`src/design/u2d_pkg.sv`:
```
// ----------------------------------------------------------------------------
// u2d_pkg
// Types, constants and helpers of the UTF-8 to 16-bit unit decoder.
// ----------------------------------------------------------------------------
package u2d_pkg;

  localparam int unsigned QUEUE_DEPTH = 4;

  localparam int unsigned CFG_IDX_W  = 1;
  localparam int unsigned CFG_DATA_W = 16;

  localparam logic [CFG_IDX_W-1:0] CFG_BYTE_SWAP = 1'd0;
  localparam logic [CFG_IDX_W-1:0] CFG_OUT_LIMIT = 1'd1;

  localparam logic [7:0] ASCII_END   = 8'h80;
  localparam logic [7:0] CONT_TOP    = 8'h80 + 8'h40;
  localparam logic [7:0] LEAD2_END   = 8'h80 + 8'h40 + 8'h20;
  localparam logic [7:0] LEAD2_MASK  = 8'h1F;
  localparam logic [7:0] LEAD3_MASK  = 8'h0F;
  localparam logic [7:0] TRAIL_MASK  = 8'h3F;

  localparam logic [1:0] PEND_NONE = 2'd0;
  localparam logic [1:0] PEND_ONE  = 2'd1;
  localparam logic [1:0] PEND_TWO  = 2'd2;

  localparam logic KIND_UNIT    = 1'b0;
  localparam logic KIND_SUMMARY = 1'b1;

  typedef struct packed {
    logic [7:0] in_byte;
    logic       last_byte;
  } u2d_in_t;

  typedef struct packed {
    logic        kind;
    logic [15:0] code_unit;
    logic [15:0] unit_count;
    logic [15:0] unused_bytes;
    logic        run_end;
  } u2d_out_t;

  typedef struct packed {
    logic        unit_valid;
    logic [15:0] code_unit;
    logic        sum_valid;
    logic [15:0] unit_count;
    logic [15:0] unused_bytes;
  } u2d_entry_t;

  function automatic logic [15:0] sat_add16(input logic [15:0] a, input logic [1:0] b);
    logic [16:0] s;
    s = {1'b0, a} + {15'd0, b};
    return s[16] ? 16'hFFFF : s[15:0];
  endfunction

endpackage

```
`src/design/u2d_front.sv`:
```
// ----------------------------------------------------------------------------
// u2d_front
// Takes one byte a cycle while accept is high, tracks the open sequence and
// string counters, and queues the unit and summary it yields.
// ----------------------------------------------------------------------------
module u2d_front
  import u2d_pkg::*;
(
  input  logic        clk,
  input  logic        rst_n,
  input  logic        accept,
  input  u2d_in_t     in_word,
  input  logic        byte_swap,
  input  logic [15:0] out_limit,
  output logic        q_push,
  output u2d_entry_t  q_entry
);

  logic [7:0]  lead_r, lead_nxt, lead_s;
  logic [7:0]  mid_r, mid_nxt, mid_s;
  logic [1:0]  pend_r, pend_nxt, pend_s;
  logic [15:0] units_r, units_nxt, units_s;
  logic [15:0] tally_r, tally_nxt, tally_s;
  logic        halted_r, halted_nxt, halted_s;

  logic        count_mode;
  logic        have_unit;
  logic        count_hit;
  logic [15:0] unit;
  logic [7:0]  b;
  logic [1:0]  held;

  assign b          = in_word.in_byte;
  assign count_mode = (out_limit == 16'd0);

  always_comb begin
    lead_s    = lead_r;
    mid_s     = mid_r;
    pend_s    = pend_r;
    tally_s   = tally_r;
    halted_s  = halted_r;
    have_unit = 1'b0;
    count_hit = 1'b0;
    unit      = 16'd0;
    if (count_mode) begin
      count_hit = (b < ASCII_END) || (b > CONT_TOP);
    end else if (halted_r) begin
      tally_s = sat_add16(tally_r, 2'd1);
    end else begin
      case (pend_r)
        PEND_NONE: begin
          if (b < ASCII_END) begin
            unit      = {8'd0, b};
            have_unit = 1'b1;
          end else begin
            lead_s = b;
            pend_s = (b < LEAD2_END) ? PEND_ONE : PEND_TWO;
          end
        end
        PEND_TWO: begin
          mid_s  = b;
          pend_s = PEND_ONE;
        end
        default: begin
          if (lead_r < LEAD2_END) begin
            unit = {5'd0, lead_r[4:0] & LEAD2_MASK[4:0], b[5:0] & TRAIL_MASK[5:0]};
          end else begin
            unit = {lead_r[3:0] & LEAD3_MASK[3:0], mid_r[5:0] & TRAIL_MASK[5:0],
                    b[5:0] & TRAIL_MASK[5:0]};
          end
          have_unit = 1'b1;
          pend_s    = PEND_NONE;
          lead_s    = 8'd0;
          mid_s     = 8'd0;
        end
      endcase
    end
    units_s = (have_unit || count_hit) ? sat_add16(units_r, 2'd1) : units_r;
    if (have_unit && (units_s >= out_limit)) begin
      halted_s = 1'b1;
    end
  end

  always_comb begin
    case (pend_s)
      PEND_TWO: held = 2'd1;
      PEND_ONE: held = (lead_s < LEAD2_END) ? 2'd1 : 2'd2;
      default:  held = 2'd0;
    endcase
  end

  always_comb begin
    q_entry.unit_valid   = have_unit;
    q_entry.code_unit    = byte_swap ? {unit[7:0], unit[15:8]} : unit;
    q_entry.sum_valid    = in_word.last_byte;
    q_entry.unit_count   = units_s;
    q_entry.unused_bytes = count_mode ? 16'd0 : sat_add16(tally_s, held);
    q_push               = accept && (have_unit || in_word.last_byte);
  end

  always_comb begin
    lead_nxt   = lead_r;
    mid_nxt    = mid_r;
    pend_nxt   = pend_r;
    units_nxt  = units_r;
    tally_nxt  = tally_r;
    halted_nxt = halted_r;
    if (accept) begin
      if (in_word.last_byte) begin
        lead_nxt   = 8'd0;
        mid_nxt    = 8'd0;
        pend_nxt   = PEND_NONE;
        units_nxt  = 16'd0;
        tally_nxt  = 16'd0;
        halted_nxt = 1'b0;
      end else begin
        lead_nxt   = lead_s;
        mid_nxt    = mid_s;
        pend_nxt   = pend_s;
        units_nxt  = units_s;
        tally_nxt  = tally_s;
        halted_nxt = halted_s;
      end
    end
  end

  always_ff @(posedge clk) begin
    if (!rst_n) begin
      lead_r   <= 8'd0;
      mid_r    <= 8'd0;
      pend_r   <= PEND_NONE;
      units_r  <= 16'd0;
      tally_r  <= 16'd0;
      halted_r <= 1'b0;
    end else begin
      lead_r   <= lead_nxt;
      mid_r    <= mid_nxt;
      pend_r   <= pend_nxt;
      units_r  <= units_nxt;
      tally_r  <= tally_nxt;
      halted_r <= halted_nxt;
    end
  end

endmodule

```
`src/design/u2d_queue.sv`:
```
// ----------------------------------------------------------------------------
// u2d_queue
// Small register queue of decoded entries between front and back.
// ----------------------------------------------------------------------------
module u2d_queue
  import u2d_pkg::*;
#(
  parameter int unsigned DEPTH = QUEUE_DEPTH
) (
  input  logic       clk,
  input  logic       rst_n,
  input  logic       push,
  input  u2d_entry_t push_entry,
  input  logic       pop,
  output logic       full,
  output logic       valid,
  output u2d_entry_t head
);

  localparam int unsigned PTR_W = (DEPTH > 1) ? $clog2(DEPTH) : 1;
  localparam int unsigned CNT_W = $clog2(DEPTH + 1);
  localparam logic [PTR_W-1:0] PTR_LAST = PTR_W'(DEPTH - 1);
  localparam logic [CNT_W-1:0] CNT_FULL = CNT_W'(DEPTH);

  u2d_entry_t       slots_r [DEPTH];
  logic [PTR_W-1:0] wr_r, wr_nxt;
  logic [PTR_W-1:0] rd_r, rd_nxt;
  logic [CNT_W-1:0] cnt_r, cnt_nxt;
  logic             do_push;
  logic             do_pop;

  assign full    = (cnt_r == CNT_FULL);
  assign valid   = (cnt_r != '0);
  assign head    = slots_r[rd_r];
  assign do_push = push && !full;
  assign do_pop  = pop && valid;

  always_comb begin
    wr_nxt  = wr_r;
    rd_nxt  = rd_r;
    cnt_nxt = cnt_r;
    if (do_push) begin
      wr_nxt = (wr_r == PTR_LAST) ? '0 : wr_r + 1'b1;
    end
    if (do_pop) begin
      rd_nxt = (rd_r == PTR_LAST) ? '0 : rd_r + 1'b1;
    end
    case ({do_push, do_pop})
      2'b10:   cnt_nxt = cnt_r + 1'b1;
      2'b01:   cnt_nxt = cnt_r - 1'b1;
      default: cnt_nxt = cnt_r;
    endcase
  end

  always_ff @(posedge clk) begin
    if (!rst_n) begin
      wr_r  <= '0;
      rd_r  <= '0;
      cnt_r <= '0;
    end else begin
      wr_r  <= wr_nxt;
      rd_r  <= rd_nxt;
      cnt_r <= cnt_nxt;
    end
  end

  always_ff @(posedge clk) begin
    if (do_push) begin
      slots_r[wr_r] <= push_entry;
    end
  end

endmodule

```
`src/design/u2d_back.sv`:
```
// ----------------------------------------------------------------------------
// u2d_back
// Holds the current entry and hands out its unit and summary words in order.
// ----------------------------------------------------------------------------
module u2d_back
  import u2d_pkg::*;
(
  input  logic       clk,
  input  logic       rst_n,
  input  logic       q_valid,
  input  u2d_entry_t q_head,
  output logic       q_pop,
  output logic       out_empty,
  input  logic       out_pop,
  output u2d_out_t   out_word
);

  u2d_entry_t cur_r, cur_nxt;
  logic       cur_valid_r, cur_valid_nxt;
  logic       sub_r, sub_nxt;
  logic       show_unit;
  logic       taken;
  logic       done;
  logic       load;

  assign show_unit = cur_r.unit_valid && !sub_r;
  assign taken     = out_pop && cur_valid_r;
  assign done      = taken && (!show_unit || !cur_r.sum_valid);
  assign load      = q_valid && (!cur_valid_r || done);
  assign q_pop     = load;
  assign out_empty = !cur_valid_r;

  always_comb begin
    out_word.kind         = show_unit ? KIND_UNIT : KIND_SUMMARY;
    out_word.code_unit    = show_unit ? cur_r.code_unit : 16'd0;
    out_word.unit_count   = show_unit ? 16'd0 : cur_r.unit_count;
    out_word.unused_bytes = show_unit ? 16'd0 : cur_r.unused_bytes;
    out_word.run_end      = show_unit ? !cur_r.sum_valid : 1'b1;
  end

  always_comb begin
    cur_nxt       = cur_r;
    cur_valid_nxt = cur_valid_r;
    sub_nxt       = sub_r;
    if (load) begin
      cur_nxt       = q_head;
      cur_valid_nxt = 1'b1;
      sub_nxt       = 1'b0;
    end else if (done) begin
      cur_valid_nxt = 1'b0;
    end else if (taken) begin
      sub_nxt = 1'b1;
    end
  end

  always_ff @(posedge clk) begin
    if (!rst_n) begin
      cur_valid_r <= 1'b0;
      sub_r       <= 1'b0;
    end else begin
      cur_valid_r <= cur_valid_nxt;
      sub_r       <= sub_nxt;
    end
  end

  always_ff @(posedge clk) begin
    cur_r <= cur_nxt;
  end

endmodule

```
`src/design/utf8_to_ucs2_decoder_unit.sv`:
```
// An accepted byte's entry is registered in the queue, then in the back stage.
// Throughput: one byte per cycle unless in_full; a final byte completing a unit
// yields two words and takes two pops, the entry queue absorbs the burst.
// The queue depth (QUEUE_DEPTH entries) sets how long a stalled output is hidden.
// Reset (synchronous, rst_n low) clears config, sequence state and the queue.
// ----------------------------------------------------------------------------
// utf8_to_ucs2_decoder_unit
// Lenient UTF-8 to 16-bit unit decoder with configuration port.
// ----------------------------------------------------------------------------
module utf8_to_ucs2_decoder_unit
  import u2d_pkg::*;
#(
  parameter int unsigned QDEPTH = QUEUE_DEPTH
) (
  input  logic                  clk,
  input  logic                  rst_n,
  input  logic                  in_push,
  output logic                  in_full,
  input  u2d_in_t               in_word,
  output logic                  out_empty,
  input  logic                  out_pop,
  output u2d_out_t              out_word,
  input  logic                  cfg_we,
  input  logic [CFG_IDX_W-1:0]  cfg_idx,
  input  logic [CFG_DATA_W-1:0] cfg_wdata
);

  logic        byte_swap_r, byte_swap_nxt;
  logic [15:0] out_limit_r, out_limit_nxt;
  logic        accept;
  logic        q_push;
  logic        q_pop;
  logic        q_valid;
  u2d_entry_t  q_entry;
  u2d_entry_t  q_head;

  assign accept = in_push && !in_full;

  always_comb begin
    byte_swap_nxt = byte_swap_r;
    out_limit_nxt = out_limit_r;
    if (cfg_we) begin
      unique case (cfg_idx)
        CFG_BYTE_SWAP: byte_swap_nxt = cfg_wdata[0];
        CFG_OUT_LIMIT: out_limit_nxt = cfg_wdata[15:0];
        default:       ;
      endcase
    end
  end

  always_ff @(posedge clk) begin
    if (!rst_n) begin
      byte_swap_r <= 1'b0;
      out_limit_r <= 16'd0;
    end else begin
      byte_swap_r <= byte_swap_nxt;
      out_limit_r <= out_limit_nxt;
    end
  end

  u2d_front u_front (
    .clk       (clk),
    .rst_n     (rst_n),
    .accept    (accept),
    .in_word   (in_word),
    .byte_swap (byte_swap_r),
    .out_limit (out_limit_r),
    .q_push    (q_push),
    .q_entry   (q_entry)
  );

  u2d_queue #(
    .DEPTH (QDEPTH)
  ) u_queue (
    .clk        (clk),
    .rst_n      (rst_n),
    .push       (q_push),
    .push_entry (q_entry),
    .pop        (q_pop),
    .full       (in_full),
    .valid      (q_valid),
    .head       (q_head)
  );

  u2d_back u_back (
    .clk       (clk),
    .rst_n     (rst_n),
    .q_valid   (q_valid),
    .q_head    (q_head),
    .q_pop     (q_pop),
    .out_empty (out_empty),
    .out_pop   (out_pop),
    .out_word  (out_word)
  );

endmodule

```
`config.mk`:
```
export PLATFORM = sky130hd
export DESIGN_NAME = utf8_to_ucs2_decoder_unit
export DESIGN_NICKNAME = d
export VERILOG_FILES = /design/src/design/u2d_pkg.sv /design/src/design/u2d_front.sv /design/src/design/u2d_queue.sv /design/src/design/u2d_back.sv /design/src/design/utf8_to_ucs2_decoder_unit.sv
export SDC_FILE = /design/constraint.sdc
export NUM_CORES = 1
export LEC_CHECK = 0
export CAP_MARGIN = 10
export CORE_MARGIN = 2
export CORE_UTILIZATION = 30
export CTS_CLUSTER_SIZE = 25
export DETAILED_ROUTE_END_ITERATION = 7
export DONT_BUFFER_PORTS = 1
export GPL_TIMING_DRIVEN = 0
export PLACE_DENSITY_LB_ADDON = 0.05
export RECOVER_POWER = 50
export REMOVE_ABC_BUFFERS = 1
export SLEW_MARGIN = 40
export SYNTH_ARGS = -nofsm -noshare
export SYNTH_HDL_FRONTEND = slang
export SYNTH_SLANG_ARGS = --single-unit
```
`constraint.sdc`:
```
create_clock -name clk -period 8.3 [get_ports clk]
set_input_delay 2.49 -clock clk [delete_from_list [all_inputs] [get_ports clk]]
set_output_delay 2.49 -clock clk [all_outputs]
set_load 0.03 [all_outputs]
```
; Yosys cells after proc, flatten, opt, wreduce, memory -nomap -nowiden
; Memories as Yosys holds them, arrays and structs flattened. A register that Yosys moved wholly into a read port is not among the register bits.
; Cells that the tools add are included.
[word_totals]
ff_bits = 75
ramBits = 200
input_bits = 31
word_cells = 123
memories = 1
[memory_table]
columns = name, depth, width, rd, rd_ports_with_merged_regs, wr, line
row1 = u_queue.slots_r, 4, 50, 1, 1, 1, u2d_queue.sv:25  ; u2d_entry_t slots_r [DEPTH];
[classes]
add_sub_neg = 7
order_cmp = 6
eq_ne = 11
mux = 51
bitwise = 3
n_reduce_logical = 31
[op_table]
columns = operator, n
row1 = 16-bit two-way mux, 16
row2 = 8-bit two-way mux, 5
row3 = "16-bit by 1-bit adder with 17-bit output, second input constant", 2
row4 = "8-bit < comparator, second input constant", 4
row5 = 16-bit case mux with 2 select lines, 1
row6 = 6-bit two-way mux, 3
row7 = 16-bit by 2-bit adder with 17-bit output, 1
row8 = 16-bit >= comparator, 1
row9 = 16-bit zero test, 1
row10 = 2-bit two-way mux, 8
row11 = 8-bit case mux with 2 select lines, 1
row12 = 1-bit two-way mux, 12
row13 = 6-bit case mux with 2 select lines, 1
row14 = "2-bit equality test, second input constant", 5
row15 = 1-bit logical AND, 9
row16 = "8-bit > comparator, second input constant", 1
row17 = 2-bit case mux with 2 select lines, 2
row18 = 2-bit AND reduction, 4
row19 = "2-bit inequality test, second input constant", 3
row20 = 3-bit case mux with 2 select lines, 1
row21 = 2-bit nonzero test, 3
row22 = 1-bit zero test, 5
row23 = 1-bit logical OR, 5
row24 = "2-bit by 1-bit adder with 2-bit output, second input constant", 2
row25 = 10 further kinds, 13

; Logic depth before layout (Yosys ltp)
; Gate-level depths: netlist of run 1.
[logic_depth]
ltp_word = 11
ltp_mapped = 19
ltp_nobuf = 17

; Cells and area by module
; Synthesis of run 1 repeated with hierarchy kept, for this count alone.
[hier_totals]
cells_unflattened = 1092
hier_area_um2 = 14721.6
[modules_own_cells]
columns = mod, instances, cells_per_inst, area_each_um2, seq_area_each_um2
row1 = u2d_queue, 1, 318, 7767.4, 6185.9
row2 = u2d_front, 1, 579, 4206.5, 980.9
row3 = u2d_back, 1, 115, 2016.9, 1541.5
row4 = utf8_to_ucs2_decoder_unit, 1, 80, 730.7, 340.3

; Worst setup path before layout of run 1
; OpenSTA, ideal clock, no wires.
[synth_path]
kind = input port to flip-flop
startpoint = input out_pop
endpoint = register u_queue.cnt_r[2]
setup_ns = 0.076
arrival_ns = 6.717
slack_ns = 1.508
stages = 8
path_buffers = 0
cell_sequence = nand2_1 a21oi_1 ha_1 inv_1 fa_1 xor2_1 or3_1 a21boi_0
[synth_via]
elab_chain_cells = 7
elab_cells_between_ends = 9
[synth_lines]
columns = item, line
row1 = "start, declared", utf8_to_ucs2_decoder_unit.sv:21  ; input logic out_pop,
row2 = 1-bit logical AND (*), u2d_back.sv:27  ; assign taken = out_pop && cur_valid_r;
row3 = 1-bit logical AND (*), u2d_back.sv:28  ; assign done = taken && (!show_unit || !cur_r.sum_valid);
row4 = 1-bit logical OR (*), u2d_back.sv:29  ; assign load = q_valid && (!cur_valid_r || done);
row5 = 1-bit logical AND (*), u2d_back.sv:29
row6 = named net q_pop, utf8_to_ucs2_decoder_unit.sv:32  ; logic q_pop;
row7 = 1-bit logical AND (*), u2d_queue.sv:36  ; assign do_pop = pop && valid;
row8 = 2-bit by 1-bit equality test with 1-bit output or 2-bit equality test (tied branches), u2d_queue.sv:48  ; case ({do_push, do_pop})
row9 = 3-bit case mux with 2 select lines or 2-bit nonzero test (tied branches), n/a
row10 = "end signal, assigned", u2d_queue.sv:63  ; cnt_r <= cnt_nxt;
row11 = "end, declared", u2d_queue.sv:28  ; logic [CNT_W-1:0] cnt_r, cnt_nxt;
; Mark *: on every way through the listed nets, which the timed path passes. The rest lies on a longest branch.
; A chain may end at the register's enable or synchronous reset.

==> results of run 1 <==
[metrics by stage]
stage,power [W],hold WS (ns)
floorplan,0.00303,0.438
global placement,0.00337,0.455
detailed placement,0.00342,0.455
CTS,0.00529,0.463
global route,0.00536,0.481
finish,0.00509,0.460
[registers in the layout (all words and copies together) (netlist names)]
name and flops:
u_front.tally_r 16, u_queue.rd_r 2, u_front.pend_r 2, u_front.halted_r 1, u_front.mid_r 6, u_back.cur_r 50, u_queue.cnt_r 3, u_queue.slots_r 200
u_back.cur_valid_r 1, out_limit_r 16, u_back.sub_r 1, u_front.units_r 16, byte_swap_r 1, u_front.lead_r 8, u_queue.wr_r 2
[worst max-delay path, delay by kind of cell, from the launching register on]
family,cells,cell delay (ns)
fa+ha+maj,3,0.87
compound gates,3,0.83
buf+inv,3,0.57
flops,1,0.36
simple gates,8,3.20
[placed cells by master, fill, tap and decap left out, types with 25 or more instances in the layout]
cell type and n:
nor2_1 35, inv_1 42, nand3_1 31, ha_1 28, clkbuf_16 39, nor2b_1 62
a21boi_0 26, nand2_1 107, edfxtp_1 250, mux4_2 50, a21oi_1 47, o21ai_0 38
and2_1 25, dfxtp_1 73
[routing by layer]
layer  GRT usage [%]  vias up  part of all wire [%]
li1                -     4108                     -
met1            20.1     4259                    49
met2            22.3      115                    45
met3            2.91       48                   3.3
met4            3.91        0                   2.1
met5               0        -                     0
[cells by family after synthesis]
family | after synthesis | synth area share (%)
xor gates and xnor gates | 21 | 1.27
AOI/OAI and AO/OA | 194 | 9.27
adders and majority gates | 30 | 2.69
and+or+nand+nor | 351 | 12.7
DFF | 325 | 62.0
muxes | 71 | 9.26
buffers and inverters | 104 | 2.85
[power by group]
group / switching [W] / internal [W] / total [W] / leakage (nW)
Combinational: 0.000764 / 0.000345 / 0.00111 / 1.76
Clock: 0.000685 / 0.00114 / 0.00183 / 0.655
Sequential: 0.0000988 / 0.00206 / 0.00216 / 2.94
[final cells by class]
cell class,instances,area [sq um]
fill,4617,31100
sequential,325,9010
multi-input combinational,667,5100
clock buffer,46,1000
tap,615,769
clock inverter,24,355
timing repair buffer,19,203
inverter,43,161
antenna,1,2.50
[final timing paths]
| check | slack (ns) | startpoint | end |
|---|---|---|---|
| max reg2reg | 2.22 | out_limit_r[11] | u_queue.slots_r[0][10] |
| max | 2.22 | out_limit_r[11] | u_queue.slots_r[0][10] |
| min reg2reg | 0.46 | u_front.mid_r[4] | u_front.mid_r[4] |
| min | 0.46 | u_front.mid_r[4] | u_front.mid_r[4] |
==> flow_summary.ini, run 1 <==
[outcome]
status = finished, violations left
violations = max-capacitance violations, max-slew violations

[setup_path]
crit_top_cell = a21oi_1
cp-end-kind = flop
cp_max_fo = 13
cp-start-kind = flop
crit_slowest_cell = nor4_1
cp.arrival_ns = 6.38
reg2reg_depth = 17
cpPeakStageDelay_ns = 0.79
crit_required_ns = 8.60
crit_chain = or4_1 -> nor4_1 -> clkbuf_1 -> or2_2 -> nor3_1 -> a21oi_1 -> inv_1 -> ha_1 -> a21oi_1 -> ha_1 -> inv_1 -> fa_1 -> nor2_1 -> nand3_2 -> or3_4 -> nand2b_1 -> a21oi_1
path_class = reg2reg

[clock_network]
cts.sinks = 325
ctsLongestPathBuffers = 3
clock_latency_ns = 0.55
clkTransAtPathRegs_ns = 0.06
ctsHoldBuffers = 0
cts_max_level = 2
cts_tree = yes
postCtsSetupRepairBufs = 0
cts_root_buffer = clkbuf_16
post_cts_resized = 0
cts_made_buffers = 39

[floorplanning]
core-area_sq_um = 47700
die-area_sq_um = 50200
fp.dieH_um = 224
row_count = 80
pin_count = 83
die_w_um = 224
start_util_pct = 30.4

[route]
first_iter_violations = 362
drc = 0
ant_nets = 0
drtPass1Iterations = 4
wl_per_cell_um = 20.1
viasPerCell = 4.90
vias = 8530
drt-total-wl_mm = 35.1

[timing]
finalSetupViolCount = 0
period_minus_slack_ns = 6.08
fin_crit_sh_pct = 73.2
tightestPinTransition_ns = 2.25
setup_ws_ns = 2.22
max-slew-margin-rel_pct = -50.0
fin_tns_setup_ns = 0
finalHoldViolations = 0
rsz0062_at_grt = false
max_freq_mhz = 165
skew_ns = 0.0177
finalMaxSlewViolations = 121

[logic_synthesis]
synth_top_area_share_pct = 51.7
async_flop_share_pct = 0
synthTopCellsByArea = edfxtp_1 52%, dfxtp_1 10%, mux4_2 7.7%, nand2_1 2.8%, nor2b_1 2.7%
ys_types = 69
yosysWarnings = 0
synth_edf_count = 250
synth_common_cells = 250 x edfxtp_1, 107 x nand2_1, 75 x dfxtp_1, 62 x nor2b_1, 50 x mux4_2
yosys_register_bits = 325
ys_seq_area_share_pct = 62.0
syn-instance-count = 1096
synth_top_area_cell = edfxtp_1
syn_avg_cell_area_sq_um = 13.3
yosys_most_used_dff = edfxtp_1
synth_most_common_cell = edfxtp_1
syn_area_sq_um = 14500

[grt]
grt_use_total_pct = 14.3
overflow = 0
grt_pass1_wl_mm = 54.6
grt_pass1_vias = 8865
antenna_found_initial = 0
grt_max_degree = 76

[placed_design]
portBuffers = 0
gp_congestion = 0.736
place_ws_ns = 2.08
hpwlAfterDp_mm = 23.3
placed_area_sq_um = 15400
dp.cells = 1669

[layout]
nets = 1156
finalNonFillerCells = 1740
drive_above_1_share_pct = 13.3
final_util_pct = 34.8
area_delta_synth_final_pct = 14.3
finalInstanceArea_sq_um = 16600

[power]
power.density_nw_per_um2 = 307
p_leak_nw = 5.36
ir_drop_uv = 200

[run]
cap_violations = 5

[hold_path]
hold_depth = 2
hp-class = reg2reg
(Power assumes the default switching activity.)
==> run 2, diff against run 1 <==
==> constraint.sdc (replaced) <==
create_clock -name clk -period 5.3 [get_ports clk]
set_input_delay 1.59 -clock clk [delete_from_list [all_inputs] [get_ports clk]]
set_output_delay 1.59 -clock clk [all_outputs]
set_load 0.03 [all_outputs]
==> run 2 against run 1 <==
Against the previous run:
- sequential cell count did not move
- critical path depth did not move
- global-route usage barely moved
- fmax rose by 23%
- the run still ends with max-capacitance violations, max-slew violations left
==> flow_summary.ini, run 2 (same netlist as run 1, synthesis figures left out) <==
[route]
drt-total-wl_mm = 35.1
drc = 0
vias = 8554
first_iter_violations = 420
ant_nets = 0
wl_per_cell_um = 20.2
viasPerCell = 4.91
drtPass1Iterations = 4

[placed_design]
placed_area_sq_um = 15400
gp_congestion = 0.736
portBuffers = 0
hpwlAfterDp_mm = 23.3

[power]
p_leak_nw = 5.40
ir_drop_uv = 313
power.density_nw_per_um2 = 477
p_total_w = 0.00798

[grt]
antenna_found_initial = 0
grt_pass1_vias = 8907
grt_pass1_wl_mm = 54.7
grt_max_degree = 76
grt_busiest_layer = met2
grt_use_total_pct = 14.3
use_met2_pct = 22.5
use_met3_pct = 2.91
overflow = 0
grtUsageMet1_pct = 20.1

[clock_network]
clock_latency_ns = 0.55
clkTransAtPathRegs_ns = 0.06
cts_root_buffer = clkbuf_16
cts_max_level = 2
cts_tree = yes
ctsHoldBuffers = 0
ctsLongestPathBuffers = 3
cts.sinks = 325
cts_made_buffers = 39

[timing]
max-slew-margin-rel_pct = -50.4
fin_tns_setup_ns = 0
finalSetupViolCount = 0
rsz0062_at_grt = false
skew_ns = 0.0176
finalHoldViolations = 0
fin_crit_sh_pct = 93.4
tightestPinTransition_ns = 2.25
max_freq_mhz = 202
period_minus_slack_ns = 4.95
finalMaxSlewViolations = 121

[setup_path]
path_class = reg2reg
path_buf_inv = 2
cp_max_fo = 10
crit_required_ns = 5.64
cp-end-kind = flop
cp.arrival_ns = 5.28
cpPeakStageDelay_ns = 0.62
crit_chain = or4_4 -> nor4_4 -> buf_4 -> or2_2 -> nor3_1 -> a22o_1 -> o2111a_1 -> nand2b_1 -> a21oi_1 -> ha_1 -> inv_1 -> fa_1 -> nor2_4 -> nand3_2 -> or3_4 -> or3_1 -> a211oi_2
crit_family = simple AND/OR/NAND/NOR gates
crit_slowest_cell = or4_4
cp-start-kind = flop

[layout]
drive_above_1_share_pct = 15.3
layout_commonest_cell = edfxtp_1
regMostFlops = u_queue.slots_r
n_antenna_cell = 0
top_regs = u_queue.slots_r: 200 flops, u_back.cur_r: 50 flops
area_delta_synth_final_pct = 15.1
largest_reg_flops = 200
layout_common_cells = 250 x edfxtp_1, 107 x nand2_1, 73 x dfxtp_1
nets = 1159
finalInstanceArea_sq_um = 16700

[outcome]
violations = max-capacitance violations, max-slew violations
status = finished, violations left

[hold_path]
hp-class = reg2reg

[run]
cap_violations = 5

[floorplanning]
core-area_sq_um = 47700
die_w_um = 224
pin_count = 83
fp.dieH_um = 224
die-area_sq_um = 50200
row_count = 80
start_util_pct = 30.4
==> run 2: final timing paths <==
| path | start | to | slack [ns] | cells past startpoint |
|---|---|---|---|---|
| max | out_limit_r[11] | u_queue.slots_r[2][14] | 0.35 | 17 |
| min | u_front.mid_r[4] | u_front.mid_r[4] | 0.46 | 2 |
| max reg2reg | out_limit_r[11] | u_queue.slots_r[2][14] | 0.35 | 17 |
| min reg2reg | u_front.mid_r[4] | u_front.mid_r[4] | 0.46 | 2 |
==> run 2: timing repair <==
action,in CTS,in global routing
pin swaps,1,0
buffers inserted,1,2
resized for setup,10,12
setup endpoints to repair,56,60
==> run 2: area by class of cell <==
class | instances | area [sq um]
inverter | 43 | 161
clock buffer | 46 | 1000
timing repair buffer | 22 | 215
multi-input combinational | 667 | 5220
tap | 615 | 769
clock inverter | 24 | 355
sequential | 325 | 9010
fill | 4607 | 31000
==> run 2: worst min-delay path, delay by kind of cell (launching register included) <==
kind	cells	cell delay (ns)
AOI/OAI and AO/OA	1	0.06
DFF	1	0.31
and+or+nand+nor	1	0.05
==> run 2: through the flow <==
stage               setup slack, ns  hold slack (ns)  util, %  instances
finish                        0.352            0.462     35.0       1742
global route                 0.0599            0.481     35.0       1742
CTS                          0.0734            0.463     35.2       1740
detailed placement           -0.178            0.455     32.3       1669
floorplan                    -0.594            0.438        -       1035
global placement              -3.53            0.455     31.5       1650
==> run 2: where the power goes <==
part	leakage (nW)	internal [W]	switching (W)
combinational	1.79	0.000540	0.00120
sequential	2.95	0.00322	0.000154
clock	0.655	0.00179	0.00107
total	5.40	0.00555	0.00243
==> run 2: per-layer routing <==
layer	part of all wire, %	up-vias
met1	48	4269
li1	-	4108
met2	45	129
met3	4.1	48
met4	2.0	0
met5	0	-
